## src/sv/bttbp_pkg.sv

```systemverilog
// Package for the bit text to byte packer.
// Holds character codes, line phase codes, item types and the bit reversal.
// No dependencies.
`timescale 1ns / 1ps
`default_nettype none

package bttbp_pkg;

   localparam int unsigned ByteWidth = 8;

   localparam logic [7:0] CHAR_ZERO    = 8'h30;
   localparam logic [7:0] CHAR_ONE     = 8'h31;
   localparam logic [7:0] CHAR_DEFLATE = 8'h44;
   localparam logic [7:0] CHAR_CANON   = 8'h43;
   localparam logic [7:0] CHAR_PAD     = 8'h50;
   localparam logic [7:0] CHAR_REPORT  = 8'h52;
   localparam logic [7:0] CHAR_NEWLINE = 8'h0A;

   localparam logic [1:0] PH_START = 2'd0;
   localparam logic [1:0] PH_BITS  = 2'd1;
   localparam logic [1:0] PH_SKIP  = 2'd2;

   localparam logic KIND_BYTE   = 1'b0;
   localparam logic KIND_REPORT = 1'b1;

   typedef struct packed {
      logic [7:0] char_code;
      logic       end_of_input;
   } req_item_type;

   typedef struct packed {
      logic        result_kind;
      logic [7:0]  byte_value;
      logic [15:0] report_index;
      logic [31:0] byte_count;
      logic [2:0]  bit_offset;
   } rsp_item_type;

   function automatic logic [ByteWidth-1:0] reverse_byte(input logic [ByteWidth-1:0] v);
      logic [ByteWidth-1:0] r;
      for (int i = 0; i < ByteWidth; i++) begin
         r[i] = v[ByteWidth-1-i];
      end
      return r;
   endfunction

endpackage

`default_nettype wire

```

## src/sv/bit_text_to_byte_packer_top.sv

```systemverilog
// Bit text to byte packer, top level.
// Reads one character per item, packs '0'/'1' runs LSB-first into bytes and
// issues bytes or report records. Depends on bttbp_pkg.
//
// Usage:
//   req channel (valid/ready): one character or an end-of-input marker per item.
//   rsp channel (valid/ready): at most one result per input item, either a
//   packed byte (kind 0) or a report record (kind 1).
//   Output: a result is registered and appears on rsp in the cycle after its item is accepted.
//   Throughput: one item per cycle while rsp is not stalled; the line state and the result register
//   are both updated in the accepting cycle.
//   Stall: the result register holds its item while rsp_ready is low, and
//   req_ready is then low too; items that make no result still wait, so
//   ordering is kept.
//   Reset: line start, empty accumulator, canonical (bit-reversed) order,
//   byte and report counters cleared, no result pending.
//   End of input flushes a partial byte and returns to line start; mode and
//   counters carry on into the next stream.
`timescale 1ns / 1ps
`default_nettype none

module bit_text_to_byte_packer_top (
   input  wire                    clock,
   input  wire                    reset,
   input  wire                    req_valid,
   output logic                   req_ready,
   input  bttbp_pkg::req_item_type req_item,
   output logic                   rsp_valid,
   input  wire                    rsp_ready,
   output bttbp_pkg::rsp_item_type rsp_item
);
   import bttbp_pkg::*;

   logic [1:0]  phase_ff, phase_in;
   logic [7:0]  acc_ff, acc_in;
   logic [2:0]  fill_ff, fill_in;
   logic        canon_ff, canon_in;
   logic [31:0] bytes_ff, bytes_in;
   logic [15:0] reports_ff, reports_in;
   logic        rsp_valid_ff;
   rsp_item_type rsp_item_ff, rsp_item_in;
   logic        emit;

   logic       accept;
   logic       is_bit;
   logic       is_pad;
   logic [7:0] acc_pushed;
   logic [7:0] c;

   assign c          = req_item.char_code;
   assign is_bit     = (c == CHAR_ZERO) || (c == CHAR_ONE);
   assign is_pad     = (c == CHAR_DEFLATE) || (c == CHAR_CANON) || (c == CHAR_PAD);
   assign acc_pushed = acc_ff | ({7'd0, c[0]} << fill_ff);

   assign req_ready = !rsp_valid_ff || rsp_ready;
   assign accept    = req_valid && req_ready;
   assign rsp_valid = rsp_valid_ff;
   assign rsp_item  = rsp_item_ff;

   always_comb begin
      logic       do_push;
      logic       do_flush;
      logic [7:0] out_acc;
      do_push     = 1'b0;
      do_flush    = 1'b0;
      out_acc     = acc_ff;
      phase_in    = phase_ff;
      acc_in      = acc_ff;
      fill_in     = fill_ff;
      canon_in    = canon_ff;
      bytes_in    = bytes_ff;
      reports_in  = reports_ff;
      emit        = 1'b0;
      rsp_item_in = '0;

      if (req_item.end_of_input) begin
         phase_in = PH_START;
         do_flush = 1'b1;
      end else begin
         case (phase_ff)
            PH_START: begin
               if (is_bit) begin
                  do_push  = 1'b1;
                  phase_in = PH_BITS;
               end else if (c == CHAR_NEWLINE) begin
                  phase_in = PH_START;
               end else begin
                  phase_in = PH_SKIP;
                  if (is_pad) begin
                     do_flush = 1'b1;
                     if (c == CHAR_DEFLATE) begin
                        canon_in = 1'b0;
                     end else if (c == CHAR_CANON) begin
                        canon_in = 1'b1;
                     end
                  end else if (c == CHAR_REPORT) begin
                     reports_in               = reports_ff + 16'd1;
                     emit                     = 1'b1;
                     rsp_item_in.result_kind  = KIND_REPORT;
                     rsp_item_in.report_index = reports_ff + 16'd1;
                     rsp_item_in.byte_count   = bytes_ff;
                     rsp_item_in.bit_offset   = fill_ff;
                  end
               end
            end
            PH_BITS: begin
               if (is_bit) begin
                  do_push = 1'b1;
               end else begin
                  phase_in = (c == CHAR_NEWLINE) ? PH_START : PH_SKIP;
               end
            end
            default: begin
               phase_in = (c == CHAR_NEWLINE) ? PH_START : PH_SKIP;
            end
         endcase
      end

      if (do_push) begin
         if (fill_ff == 3'd7) begin
            emit    = 1'b1;
            out_acc = acc_pushed;
         end else begin
            acc_in  = acc_pushed;
            fill_in = fill_ff + 3'd1;
         end
      end
      if (do_flush && (fill_ff != 3'd0)) begin
         emit    = 1'b1;
         out_acc = acc_ff;
      end
      if (emit && (rsp_item_in.result_kind == KIND_BYTE)) begin
         acc_in                 = '0;
         fill_in                = '0;
         bytes_in               = bytes_ff + 32'd1;
         rsp_item_in.byte_value = canon_ff ? reverse_byte(out_acc) : out_acc;
      end
   end

   always_ff @(posedge clock) begin
      if (reset) begin
         phase_ff     <= PH_START;
         acc_ff       <= '0;
         fill_ff      <= '0;
         canon_ff     <= 1'b1;
         bytes_ff     <= '0;
         reports_ff   <= '0;
         rsp_valid_ff <= 1'b0;
      end else if (accept) begin
         phase_ff     <= phase_in;
         acc_ff       <= acc_in;
         fill_ff      <= fill_in;
         canon_ff     <= canon_in;
         bytes_ff     <= bytes_in;
         reports_ff   <= reports_in;
         rsp_valid_ff <= emit;
      end else if (rsp_ready) begin
         rsp_valid_ff <= 1'b0;
      end
   end

   always_ff @(posedge clock) begin
      if (accept && emit) begin
         rsp_item_ff <= rsp_item_in;
      end
   end

endmodule

`default_nettype wire
```

## config.mk

```make
export PLATFORM = sky130hd
export DESIGN_NAME = bit_text_to_byte_packer_top
export DESIGN_NICKNAME = d
export VERILOG_FILES = /design/src/sv/bttbp_pkg.sv /design/src/sv/bit_text_to_byte_packer_top.sv
export SDC_FILE = /design/constraint.sdc
export NUM_CORES = 1
export LEC_CHECK = 0
export ABC_CLOCK_PERIOD_IN_PS = 4820
export BUFFER_PORTS_ARGS = -buffer_cell sky130_fd_sc_hd__buf_2
export CAP_MARGIN = 20
export CORE_MARGIN = 5
export CORE_UTILIZATION = 25
export CTS_BUF_LIST = sky130_fd_sc_hd__clkbuf_4
export CTS_CLUSTER_SIZE = 10
export DETAILED_ROUTE_END_ITERATION = 7
export REMOVE_ABC_BUFFERS = 1
export SETUP_SLACK_MARGIN = 0.1
export SYNTH_ARGS = -nofsm -noshare
export SYNTH_HDL_FRONTEND = slang
export SYNTH_SLANG_ARGS = --single-unit
```

## constraint.sdc

```tcl
create_clock -name clock -period 4.82 [get_ports clock]
set_input_delay 0.241 -clock clock [delete_from_list [all_inputs] [get_ports clock]]
set_output_delay 0.241 -clock clock [all_outputs]
set_load 0.02 [all_outputs]
```

==> metrics <==
top cells by count, synth=76 x nor2_1, 63 x dfxtp_1, 60 x edfxtp_1; Synth async-reset ratio=0%; Leak=2.08 nW; largest net degree at the start of global routing=51; synthesized cell area=0.00559 sq mm; Max Fclk=around 0.28 GHz; Total Routing Usage GR=10.0%; Routed WL=12,600 um; layout cell share with drive strength beyond 1=18.9%; Reg clk slew, reported paths=110 ps; sequential area share after synthesis=54.8%; Comb pwr share=1.8%; Clk pwr share=39.7%; Starting DRT DRC Count=189; period utilization=73.9%; Avg Cell Area, Syn=approximately 10 sq um; Placed Cells=873; Mapped Cells=544; Sink Count=123; switching pwr=0.412 mW; WP data required=5050 ps; Synth warnings=0; maximum fanout along the worst path=30; critical path arrival=roughly 3800 ps; CP Launch Type=register; via-per-instance ratio=4.53; transition time of the tightest slew-check pin=802 ps; CTS tree=built; Port-buffer cells=74; vias in the first global route=3,945; total congestion overflow=0; most common cell in the netlist=nor2_1; first-pass GRT wire length=20,500 um; FP Rows=54; Via Count=between 4,000 and 5,000; H-tree Lvls=4; DRC viols=0; Final Max Slew Viols=0; internal power consumption=1.45 mW; total CTS buffers=17; design area=0.00651 sq mm; wire length per cell=13.9 um; share of power burned in registers=58.5%; post-synth top area cell=edfxtp_1; clock root buffer=clkbuf_4; Total Neg Setup Slack=0 ps; clock latency at the later pin of the worst-skew pair=540 ps; worst min path class=input port to register; final clock skew=15.9 ps; antenna-violating nets left=0; Die Span Y=160 um; Final Util=roughly 30%; critical path class=register to register; die area=~0.025 sq mm; nets@finish=633; status=finished, final reports clean; Cell Count, Final, Fillers Out=909; ys flop type=dfxtp_1; Switching Fraction=22.2%; worst rel slew slack=46.2%; initial antenna violation count=4; Crit. End Element=register; final hold vios=0; Placed Area=0.00619 sq mm; count of final setup violators=0; crit path time final=3560 ps; VDD IR max=about 0.12 mV; DPL Wire Length=approximately 8800 um; area delta synth->final=16.3%; routability cong.=0.768; synth unique cells=54; Die Wd=160 um; starting density of the core=approximately a quarter; top cells by area, synth=edfxtp_1 32%, dfxtp_1 23%, nor2_1 5.1%; Core Box Area=0.0220 sq mm; RSZ-0062 raised after global routing=false; top cell type's share of synthesized area=32.2%; Yosys reg bits=123; Pre-antenna DRT Iters=4; PwrDens=285 mW/mm^2; deepest clock path buffer count=2; Top Ports=75; EDFF count, synth=60; PostCTS Resize Cnt=0; MaxCap Viol Count=0
==> per-stage QoR <==
step / total power [mW] / hold slack, ps / setup WS (ps)
after global routing: 1.93 / 58.6 / 900
final: 1.86 / 78.1 / 1260
after detailed placement: 1.14 / 460 / 1250
after global placement: 1.14 / 449 / 1370
after CTS: 1.88 / 30.0 / 1230
after floorplan: 1.12 / 310 / 1220
==> metal layers <==
| metal | global-route usage (%) | part of all wire, % |
|---|---|---|
| met5 | 0 | 0.27 |
| met4 | 3.94 | 1.6 |
| met3 | 4.48 | 7.1 |
| met2 | 14.7 | 43 |
| met1 | 13.0 | 48 |
==> critical path: stages, from the launching register on <==
cell and delay (ps):
dfxtp_1 500, inv_1 130, ha_1 210, nor2b_1 140
or4_1 500, o22ai_2 490, o21ai_1 300, inv_2 610
buf_4 360
==> logic make-up after synthesis <==
kind of cell | synth area share [%]
xor+xnor | 6.11
flops | 54.8
mux | 0.358
fa+ha+maj | 1.12
buf+inv | 3.74
simple gates | 23.0
compound gates | 10.9
==> cell usage in the layout, fill, tap and decap left out, types with 3 or more instances in the layout <==
| cell | count |
|---|---|
| clkinv_1 | 5 |
| nor2b_1 | 11 |
| nor2_1 | 76 |
| xor2_1 | 23 |
| o211ai_1 | 5 |
| a211oi_1 | 7 |
| or4_1 | 22 |
| nand2_1 | 32 |
| nand3_1 | 14 |
| nand2b_1 | 4 |
| bufinv_16 | 3 |
| nand4_1 | 12 |
| nor3_1 | 8 |
| or3_1 | 4 |
| ha_1 | 5 |
| clkbuf_4 | 17 |
| a41oi_1 | 3 |
| buf_4 | 5 |
| edfxtp_1 | 60 |
| clkinv_2 | 3 |
| a31oi_1 | 5 |
| xnor2_1 | 16 |
| inv_1 | 11 |
| buf_2 | 74 |
| o31ai_1 | 16 |
| dfxtp_1 | 63 |
| and3_1 | 7 |
| o21ai_0 | 5 |
| o2111ai_1 | 3 |
| and2_1 | 30 |
| a21oi_1 | 35 |
| o21ai_1 | 5 |
| o21a_1 | 4 |
==> registers in the layout (all words and copies together), names as in the netlist <==
register / cells
rsp_item: 60
bytes_ff: 32
reports_ff: 16
acc_ff: 8
fill_ff: 3
phase_ff: 2
canon_ff: 1
rsp_valid: 1
==> worst paths after layout <==
| check | depth (start not counted) | startpoint | end | slack, ps |
|---|---|---|---|---|
| worst max register to register | 8 | fill_ff[0]$_SDFFE_PP0P_ | rsp_item[16]$_SDFFCE_PP0P_ | 1260 |
| worst max-delay path | 8 | fill_ff[0]$_SDFFE_PP0P_ | rsp_item[16]$_SDFFCE_PP0P_ | 1260 |
| worst min register to register | 2 | acc_ff[1]$_SDFFE_PP0P_ | acc_ff[1]$_SDFFE_PP0P_ | 480 |
| worst min-delay path | 3 | req_item[3] | canon_ff$_SDFFE_PP1P_ | 80 |
==> final cells by class <==
cell class | instances | area, sq um
well taps | 280 | 350
inverters | 13 | 51.3
diodes | 1 | 2.50
flip-flops and latches | 123 | 3060
clock buffers | 17 | 128
multi-input cells | 379 | 2320
fillers | 2297 | 15500
clock inverters | 15 | 156
repair buffers | 81 | 433
==> power by group through the flow <==
stage          clock (mW)  sequential, mW  combinational [mW]
2_1_floorplan           0            1.11              0.0112
3_3_place_gp            0            1.11              0.0327
3_5_place_dp            0            1.11              0.0329
4_1_cts             0.760            1.09              0.0337
5_1_grt             0.803            1.09              0.0372
6_report            0.736            1.09              0.0336
==> timing repair <==
| item | 4_1_cts | 5_1_grt |
|---|---|---|
| setup buffers | 0 | 0 |
| hold buffers | 1 | 0 |
| endpoints found under the hold margin | 1 | 0 |
Note: power is estimated with default switching activity, not from simulation.
